File: src/sv/falc_pkg.sv
// ----------------------------------------------------------------------------
// Fully associative LRU tag store: shared definitions
// Field widths of the stream beats and the configuration register indexes.
// ----------------------------------------------------------------------------
package falc_pkg;

  localparam int AddrW      = 16;
  localparam int LineW      = 4;
  localparam int CountW     = 32;
  localparam int CfgDataW   = 5;
  localparam int OutTdataW  = 136;

  typedef enum logic [0:0] {
    CFG_OFFSET_BITS  = 1'b0,
    CFG_LINES_IN_USE = 1'b1
  } cfg_idx_e;

endpackage

File: src/sv/fully_associative_lru_cache_tags_core.sv
// ----------------------------------------------------------------------------
// Fully associative LRU cache tag store
// An access beat's search record walks the row of line cells, one cell a cycle,
//   then the result is registered on commit once the output register is free.
// A new beat is taken only after the last one commits; a clear skips the search.
// Reset: all lines invalid, counters zero, offset_bits 2, lines_in_use 16.
// ----------------------------------------------------------------------------
module fully_associative_lru_cache_tags_core #(
  parameter int LINES     = 16,
  parameter int ADDR_BITS = 16,
  parameter int TIME_BITS = 32
) (
  input  logic                         clk_i,
  input  logic                         rst_ni,
  // Input stream. tdata: address[15:0]. tuser: mode (1 = clear).
  input  logic                         s_axis_tvalid,
  output logic                         s_axis_tready,
  input  logic [falc_pkg::AddrW-1:0]   s_axis_tdata,
  input  logic                         s_axis_tuser,
  // Result stream. tdata from the lowest bit up: hit, replaced,
  // victim_tag[15:0], line[3:0], block_base[15:0], hit_count[31:0],
  // miss_count[31:0], replace_count[31:0], two zero pad bits.
  output logic                         m_axis_tvalid,
  input  logic                         m_axis_tready,
  output logic [falc_pkg::OutTdataW-1:0] m_axis_tdata,
  // Configuration write channel.
  input  logic                         cfg_valid_i,
  output logic                         cfg_ready_o,
  input  logic [0:0]                   cfg_index_i,
  input  logic [falc_pkg::CfgDataW-1:0] cfg_data_i
);

  import falc_pkg::*;

  // Index width of a line, width of a stored tag, width of a line count.
  localparam int IDX_W  = (LINES > 1) ? $clog2(LINES) : 1;
  localparam int TAG_W  = (ADDR_BITS < AddrW) ? ADDR_BITS : AddrW;
  localparam int NW     = $clog2(LINES + 1);
  localparam int CARRY_W = 3 * IDX_W + TIME_BITS + TAG_W + 3;

  // The search record, handed from cell to cell, one cell per cycle.
  typedef struct packed {
    logic                 hit_f;
    logic [IDX_W-1:0]     hit_idx;
    logic                 inv_f;
    logic [IDX_W-1:0]     inv_idx;
    logic                 min_f;
    logic [IDX_W-1:0]     min_idx;
    logic [TIME_BITS-1:0] min_ts;
    logic [TAG_W-1:0]     min_tag;
  } carry_t;

  // The write-back command broadcast to every cell in the commit cycle.
  typedef struct packed {
    logic                 we;
    logic                 clr;
    logic [IDX_W-1:0]     idx;
    logic [TAG_W-1:0]     tag;
    logic [TIME_BITS-1:0] ts;
  } upd_t;

  typedef enum logic [1:0] {
    ST_IDLE,
    ST_SEARCH,
    ST_COMMIT
  } state_e;

  state_e               state_q;
  logic [IDX_W-1:0]     cnt_q;
  logic                 clr_q;
  logic [TAG_W-1:0]     key_q;
  logic [TAG_W-1:0]     base_q;

  logic [3:0]           off_q;
  logic [4:0]           lines_q;

  logic [TIME_BITS-1:0] time_q, time_d;
  logic [CountW-1:0]    hits_q, hits_d;
  logic [CountW-1:0]    miss_q, miss_d;
  logic [CountW-1:0]    repl_q, repl_d;

  logic                 out_valid_q;
  logic [OutTdataW-1:0] out_data_q, out_data_d;

  logic [TAG_W-1:0]     addr_m, tag_in, base_in;
  logic [NW-1:0]        n_eff;
  logic [LINES-1:0]     in_use;
  logic [CARRY_W-1:0]   chain [LINES+1];
  carry_t               fin;
  upd_t                 upd;
  logic                 commit_go;

  logic [IDX_W-1:0]     sel;
  logic                 repl;
  logic [TAG_W-1:0]     victim;

  // The block takes a new beat only when no item is at work; a finished
  // result may still wait in the output register meanwhile.
  assign s_axis_tready = (state_q == ST_IDLE);
  assign cfg_ready_o   = 1'b1;
  assign m_axis_tvalid = out_valid_q;
  assign m_axis_tdata  = out_data_q;

  // A commit may only overwrite the output register once it is free.
  assign commit_go = (state_q == ST_COMMIT) && (!out_valid_q || m_axis_tready);

  // Tag and block base of the incoming address. An offset as wide as the
  // address leaves no tag bits at all.
  always_comb begin
    addr_m = s_axis_tdata[TAG_W-1:0];
    if ({2'b00, off_q} >= 6'(ADDR_BITS)) begin
      tag_in  = '0;
      base_in = '0;
    end else begin
      tag_in  = addr_m >> off_q;
      base_in = tag_in << off_q;
    end
  end

  // A line count of zero acts as one, and one above the row as the row.
  always_comb begin
    if (lines_q == 5'd0) begin
      n_eff = NW'(1);
    end else if ({4'b0000, lines_q} > 9'(LINES)) begin
      n_eff = NW'(LINES);
    end else begin
      n_eff = NW'(lines_q);
    end
  end

  assign chain[0] = '0;

  for (genvar i = 0; i < LINES; i++) begin : g_cell
    assign in_use[i] = (NW'(i) < n_eff);

    falc_cell #(
      .IDX    (i),
      .IDX_W  (IDX_W),
      .TAG_W  (TAG_W),
      .TIME_W (TIME_BITS)
    ) u_cell (
      .clk_i    (clk_i),
      .rst_ni   (rst_ni),
      .in_use_i (in_use[i]),
      .key_i    (key_q),
      .carry_i  (chain[i]),
      .carry_o  (chain[i+1]),
      .upd_i    (upd)
    );
  end

  assign fin = carry_t'(chain[LINES]);

  // Choice of line: the hit, else the lowest free line, else the oldest.
  always_comb begin
    repl   = !fin.hit_f && !fin.inv_f;
    sel    = fin.hit_f ? fin.hit_idx : (fin.inv_f ? fin.inv_idx : fin.min_idx);
    victim = repl ? fin.min_tag : '0;
  end

  // Counter updates, write-back command and the result beat.
  always_comb begin
    time_d     = time_q;
    hits_d     = hits_q;
    miss_d     = miss_q;
    repl_d     = repl_q;
    upd        = '0;
    out_data_d = '0;
    if (clr_q) begin
      time_d  = '0;
      hits_d  = '0;
      miss_d  = '0;
      repl_d  = '0;
      upd.clr = 1'b1;
    end else begin
      time_d = (&time_q) ? time_q : time_q + 1'b1;
      if (fin.hit_f) begin
        hits_d = (&hits_q) ? hits_q : hits_q + 1'b1;
      end else begin
        miss_d = (&miss_q) ? miss_q : miss_q + 1'b1;
        if (repl) begin
          repl_d = (&repl_q) ? repl_q : repl_q + 1'b1;
        end
      end
      upd.we  = 1'b1;
      upd.idx = sel;
      upd.tag = key_q;
      upd.ts  = time_d;
      out_data_d = {2'b00, repl_d, miss_d, hits_d, AddrW'(base_q), LineW'(sel),
                    AddrW'(victim), repl, fin.hit_f};
    end
    if (!commit_go) begin
      upd.we  = 1'b0;
      upd.clr = 1'b0;
    end
  end

  always_ff @(posedge clk_i or negedge rst_ni) begin
    if (!rst_ni) begin
      state_q     <= ST_IDLE;
      cnt_q       <= '0;
      clr_q       <= 1'b0;
      off_q       <= 4'd2;
      lines_q     <= 5'd16;
      time_q      <= '0;
      hits_q      <= '0;
      miss_q      <= '0;
      repl_q      <= '0;
      out_valid_q <= 1'b0;
    end else begin
      if (cfg_valid_i && cfg_ready_o) begin
        unique case (cfg_idx_e'(cfg_index_i))
          CFG_OFFSET_BITS:  off_q   <= cfg_data_i[3:0];
          CFG_LINES_IN_USE: lines_q <= cfg_data_i;
          default:          off_q   <= off_q;
        endcase
      end
      // A commit refills the output register in the same cycle that the
      // waiting beat leaves it.
      if (commit_go) begin
        out_valid_q <= 1'b1;
      end else if (out_valid_q && m_axis_tready) begin
        out_valid_q <= 1'b0;
      end
      unique case (state_q)
        ST_IDLE: begin
          if (s_axis_tvalid) begin
            clr_q   <= s_axis_tuser;
            cnt_q   <= '0;
            state_q <= s_axis_tuser ? ST_COMMIT : ST_SEARCH;
          end
        end
        ST_SEARCH: begin
          if (cnt_q == IDX_W'(LINES - 1)) begin
            state_q <= ST_COMMIT;
          end else begin
            cnt_q <= cnt_q + 1'b1;
          end
        end
        ST_COMMIT: begin
          if (commit_go) begin
            time_q      <= time_d;
            hits_q      <= hits_d;
            miss_q      <= miss_d;
            repl_q      <= repl_d;
            state_q     <= ST_IDLE;
          end
        end
        default: state_q <= ST_IDLE;
      endcase
    end
  end

  // Payload registers: the search key and the result beat.
  always_ff @(posedge clk_i) begin
    if (s_axis_tvalid && s_axis_tready) begin
      key_q  <= tag_in;
      base_q <= base_in;
    end
    if (commit_go) begin
      out_data_q <= out_data_d;
    end
  end

`ifndef SYNTHESIS
  // A beat never reports a hit that also evicted a line.
  a_hit_no_evict: assert property (@(posedge clk_i) disable iff (!rst_ni)
    m_axis_tvalid |-> !(m_axis_tdata[0] && m_axis_tdata[1]))
    else $error("hit and replaced set together");

  // Without an eviction the victim tag reads zero.
  a_victim_zero: assert property (@(posedge clk_i) disable iff (!rst_ni)
    (m_axis_tvalid && !m_axis_tdata[1]) |-> (m_axis_tdata[17:2] == 16'd0))
    else $error("victim tag set without eviction");

  // The search always ends in the commit cycle after the last cell.
  a_search_end: assert property (@(posedge clk_i) disable iff (!rst_ni)
    (state_q == ST_SEARCH && cnt_q == IDX_W'(LINES - 1)) |=> (state_q == ST_COMMIT))
    else $error("search did not hand over to commit");

  // A committed beat is always shown in the following cycle.
  a_commit_shows: assert property (@(posedge clk_i) disable iff (!rst_ni)
    commit_go |=> m_axis_tvalid)
    else $error("committed result not presented");
`endif

endmodule

File: src/sv/falc_cell.sv
// ----------------------------------------------------------------------------
// Fully associative LRU tag store: one line cell
// Holds one line and folds its state into the search record passing by.
// ----------------------------------------------------------------------------
module falc_cell #(
  parameter int IDX    = 0,
  parameter int IDX_W  = 4,
  parameter int TAG_W  = 16,
  parameter int TIME_W = 32
) (
  input  logic              clk_i,
  input  logic              rst_ni,
  input  logic              in_use_i,
  input  logic [TAG_W-1:0]  key_i,
  input  logic [IDX_W+IDX_W+IDX_W+TIME_W+TAG_W+3+0-1:0] carry_i,
  output logic [IDX_W+IDX_W+IDX_W+TIME_W+TAG_W+3+0-1:0] carry_o,
  input  logic [IDX_W+TAG_W+TIME_W+2-1:0] upd_i
);

  typedef struct packed {
    logic              hit_f;
    logic [IDX_W-1:0]  hit_idx;
    logic              inv_f;
    logic [IDX_W-1:0]  inv_idx;
    logic              min_f;
    logic [IDX_W-1:0]  min_idx;
    logic [TIME_W-1:0] min_ts;
    logic [TAG_W-1:0]  min_tag;
  } carry_t;

  typedef struct packed {
    logic              we;
    logic              clr;
    logic [IDX_W-1:0]  idx;
    logic [TAG_W-1:0]  tag;
    logic [TIME_W-1:0] ts;
  } upd_t;

  localparam logic [IDX_W-1:0] MyIdx = IDX_W'(IDX);

  carry_t            cin, carry_d, carry_q;
  upd_t              upd;
  logic              valid_q;
  logic [TAG_W-1:0]  tag_q;
  logic [TIME_W-1:0] ts_q;

  assign cin     = carry_t'(carry_i);
  assign upd     = upd_t'(upd_i);
  assign carry_o = carry_q;

  always_comb begin
    carry_d = cin;
    if (in_use_i) begin
      if (valid_q && (tag_q == key_i) && !cin.hit_f) begin
        carry_d.hit_f   = 1'b1;
        carry_d.hit_idx = MyIdx;
      end
      if (!valid_q && !cin.inv_f) begin
        carry_d.inv_f   = 1'b1;
        carry_d.inv_idx = MyIdx;
      end
      // Strict compare keeps the lower index on equal timestamps.
      if (valid_q && (!cin.min_f || (ts_q < cin.min_ts))) begin
        carry_d.min_f   = 1'b1;
        carry_d.min_idx = MyIdx;
        carry_d.min_ts  = ts_q;
        carry_d.min_tag = tag_q;
      end
    end
  end

  always_ff @(posedge clk_i or negedge rst_ni) begin
    if (!rst_ni) begin
      carry_q <= '0;
      valid_q <= 1'b0;
    end else begin
      carry_q <= carry_d;
      if (upd.clr) begin
        valid_q <= 1'b0;
      end else if (upd.we && (upd.idx == MyIdx)) begin
        valid_q <= 1'b1;
      end
    end
  end

  always_ff @(posedge clk_i) begin
    if (upd.we && !upd.clr && (upd.idx == MyIdx)) begin
      tag_q <= upd.tag;
      ts_q  <= upd.ts;
    end
  end

endmodule

File: config.mk
export PLATFORM = sky130hd
export DESIGN_NAME = fully_associative_lru_cache_tags_core
export DESIGN_NICKNAME = d
export VERILOG_FILES = /design/src/sv/falc_pkg.sv /design/src/sv/fully_associative_lru_cache_tags_core.sv /design/src/sv/falc_cell.sv
export SDC_FILE = /design/constraint.sdc
export NUM_CORES = 2
export LEC_CHECK = 0
export BUFFER_PORTS_ARGS = -buffer_cell sky130_fd_sc_hd__buf_4
export CORE_MARGIN = 2
export CORE_UTILIZATION = 34
export DETAILED_ROUTE_END_ITERATION = 12
export HOLD_SLACK_MARGIN = 0.02
export PLACE_DENSITY = 0.59
export SYNTH_ARGS = -nofsm -noshare
export SYNTH_HDL_FRONTEND = slang
export SYNTH_SLANG_ARGS = --single-unit
File: constraint.sdc
create_clock -name clk_i -period 15.3 [get_ports clk_i]
set_input_delay 1.53 -clock clk_i [delete_from_list [all_inputs] [get_ports clk_i]]
set_output_delay 1.53 -clock clk_i [all_outputs]
set_load 0.01 [all_outputs]
==> flow_metrics.py <==
metrics = {
    "final_layout": {
        "area_delta_synth_final_pct": 13.60,
        "fillers": 24539,
        "drive_above_1_share_pct": 18.23,
        "seq_area_um2": 55360,
        "post-route-cell-area_um2": 102500,
        "fin_cells": 10837,
        "nets": 7614,
        "final_util_pct": 38.75,
        "multiInputGateArea_um2": 32120,
    },
    "floorplanning": {
        "start_util_pct": 34.11,
        "core-area_um2": 264600,
        "die_y_um": 519.2,
        "io_pins": 167,
        "rows": 189,
        "fp.dieW_um": 519.2,
        "dieArea_um2": 269600,
    },
    "route": {
        "post_drt_wl_per_cell_um": 17.70,
        "viasPerCell": 4.847,
        "dr.pass1.iters": 7,
        "ant_nets": 1,
        "route.vias.total": 52526,
        "drtIter0Drc": 3055,
        "finalWirelength_um": 191800,
        "drc_errors": 0,
    },
    "power": {
        "clockPowerShare_pct": 27.3,
        "pwr-share-seq_pct": 45.2,
        "internal-power_mw": 12.28,
        "comb_power_share_pct": 27.5,
        "p_per_area_nw_per_um2": 174.4,
        "switching_share_pct": 31.30,
        "total_power_mw": 17.88,
        "switchingPower_mw": 5.596,
        "leakagePower_nw": 42.32,
        "ir_drop_mv": 0.1248,
    },
    "synthesis": {
        "synth_area_um2": 90250,
        "yosys.area.top_type_share_pct": 31.08,
        "synth.top_cells.by_area": "edfxtp_1, dfrtp_1, mux2_2",
        "yosysMostFrequentCell": "dfrtp_1",
        "synth_seq_cells": 2025,
        "yosys_warnings": 0,
        "synth_top_flop_cell": "dfrtp_1",
        "avgSynthCellArea_um2": 13.00,
        "synth_top_area_cell": "edfxtp_1",
        "synth_commonest_cells": "dfrtp_1, edfxtp_1, mux2_2",
        "yosysSeqAreaShare_pct": 61.33,
        "synth_cell_types": 88,
        "synth-edff-count": 934,
        "synth_cells": 6941,
        "synthArstFlopShare_pct": 53.88,
    },
    "worst_setup_path": {
        "critPathMaxStageDelay_ps": 930,
        "path_cells": "buf_8 -> buf_4 -> buf_12 -> buf_4",
        "critPathTopFamily": "buffers and inverters",
        "critPathLaunchType": "input port",
        "path_common_cell": "buf_4",
        "path_max_fanout": 180,
        "crit_buf_inv": 4,
        "cp_data_required_time_ps": 16080,
        "arrival_ps": 4940,
        "crit_slowest_cell": "buf_4",
        "cp-end-kind": "async pin",
        "crit_type": "input port to async pin",
    },
    "sta": {
        "finalHoldViolCount": 0,
        "maxSlewHeadroom_pct": 18.44,
        "fin_crit_sh_pct": 27.16,
        "max_freq_mhz": 240.6,
        "fin_hold_ws_ps": 412.5,
        "fin_crit_ps": 4156,
        "tns_ps": 0,
        "drv_slew": 0,
        "tightest_slew_ps": 1223,
        "clock_skew_ps": 44.11,
        "rsz0062_at_grt": "false",
        "setup_viol": 0,
        "setup_slack_ps": 11140,
    },
    "clock_tree": {
        "cts_root_buf": "clkbuf_16",
        "clk_latency_ps": 840,
        "clk_pin_slew_worst_paths_ps": 60,
        "htree_levels": 4,
        "cts-buffers-inserted": 202,
        "cts_setup_buffers": 0,
        "cts.path.max_buffers": 3,
        "cts_tree": "built",
        "cts_resized": 0,
        "cts_sinks": 2025,
        "cts_hold_buf": 0,
    },
    "run_status": {
        "status": "finished, violations left",
        "violations": "antenna violations",
    },
    "place": {
        "port_buffers": 163,
        "finalWeightedCongestion": 0.8320,
        "place_inst": 10445,
        "place_ws_ps": 10120,
        "dp_hpwl_um": 135600,
        "postPlaceCellArea_um2": 95880,
    },
    "global_route": {
        "grt_pass1_vias": 54465,
        "antenna_found_initial": 1,
        "grt_pass1_wl_um": 305100,
        "grt_max_degree": 181,
        "grt_overflow": 0,
        "grtUsageTotal_pct": 14.06,
    },
    "worst_hold_path": {
        "min_path_type": "flop to flop",
    },
    "job": {
        "drv_cap": 0,
    },
}
[routing by layer]
layer  part of all wire, %  wire length, um  up-vias  global-route usage (%)
met3                   4.1             7802      295                   2.306
met1                    47            89500    26063                   19.22
met5                     0                0        -                       0
met4                   2.4             4640        0                   3.860
met2                    47            89890      980                   23.06
li1                      -                -    25188                       -
[worst paths after layout]
check | startpoint | endpoint | slack [ps] | depth (start not counted)
hold reg to reg | g_cell[0].u_cell.carry_o[62]$_DFF_PN0_ | g_cell[1].u_cell.carry_o[58]$_DFF_PN0_ | 410 | 1
hold / removal | g_cell[0].u_cell.carry_o[62]$_DFF_PN0_ | g_cell[1].u_cell.carry_o[58]$_DFF_PN0_ | 410 | 1
setup reg to reg | clr_q$_DFFE_PN0P_ | m_axis_tdata[63]$_SDFFCE_PP0P_ | 11420 | 7
setup / recovery | rst_ni | g_cell[4].u_cell.carry_o[0]$_DFF_PN0_ | 11140 | 4
max in group clk_i | m_axis_tready | g_cell[13].u_cell.ts_q[3]$_DFFE_PP_ | 11320 | 7
min in group asynchronous | rst_ni | hits_q[28]$_DFFE_PN0P_ | 760 | 1
[worst register-to-register path: cells and delay by family, from the launching register on]
kind            cells  cell delay (ps)
buf+inv             4             2540
flops               1              630
compound gates      2              280
simple gates        1              210
[power groups by stage]
stage          Sequential, mW  Clock, mW  Combinational [mW]
2_1_floorplan            7.94          0                3.42
3_3_place_gp             8.15          0                4.78
3_5_place_dp             8.19          0                4.93
4_1_cts                  8.09       5.01                4.98
5_1_grt                  8.26       5.24                5.53
6_report                 8.09       4.88                4.91
[sequential cells by signal, summed over array words and instances, names as in the netlist, 2 cells and up]
signal,flops
repl_q,32
g_cell.u_cell.tag_q,256
miss_q,32
base_q,16
g_cell.u_cell.carry_o,930
cnt_q,4
lines_q,5
g_cell.u_cell.valid_q,16
g_cell.u_cell.ts_q,512
time_q,32
off_q,4
hits_q,32
m_axis_tdata,134
key_q,16
state_q,2
[cells in the final DEF, fill, tap and decap left out, types with 96 or more instances in the layout]
cell,count
nand3_1,159
mux2_2,558
clkbuf_16,208
nor2_1,380
xnor2_1,157
inv_1,507
o21ai_0,235
nand2_1,301
dfrtp_1,1087
nor3_1,96
ha_1,470
xor2_1,216
buf_4,262
a21oi_1,191
nand4_1,115
edfxtp_1,934
[final cells by class]
type | instances | area share (%)
repair buffers | 267 | 2.011
flip-flops and latches | 2025 | 53.99
diodes | 8 | 0.01953
multi-input cells | 4109 | 31.32
inverters | 511 | 1.876
clock inverters | 64 | 0.6272
well taps | 3533 | 4.311
clock buffers | 320 | 5.838
[cells by family (layout without fill, tap and decap cells)]
logic type      count (synthesis)  after routing  synth area share [%]
xor+xnor                      373            373                 3.620
mux                           687            687                 8.709
flops                        2025           2025                 61.33
fa+ha+maj                     470            470                 6.516
simple gates                 1680           1680                 9.520
buf+inv                       808           1162                 3.535
other cells                     2             11              0.008321
compound gates                896            896                 6.763
(Power assumes the default switching activity.)
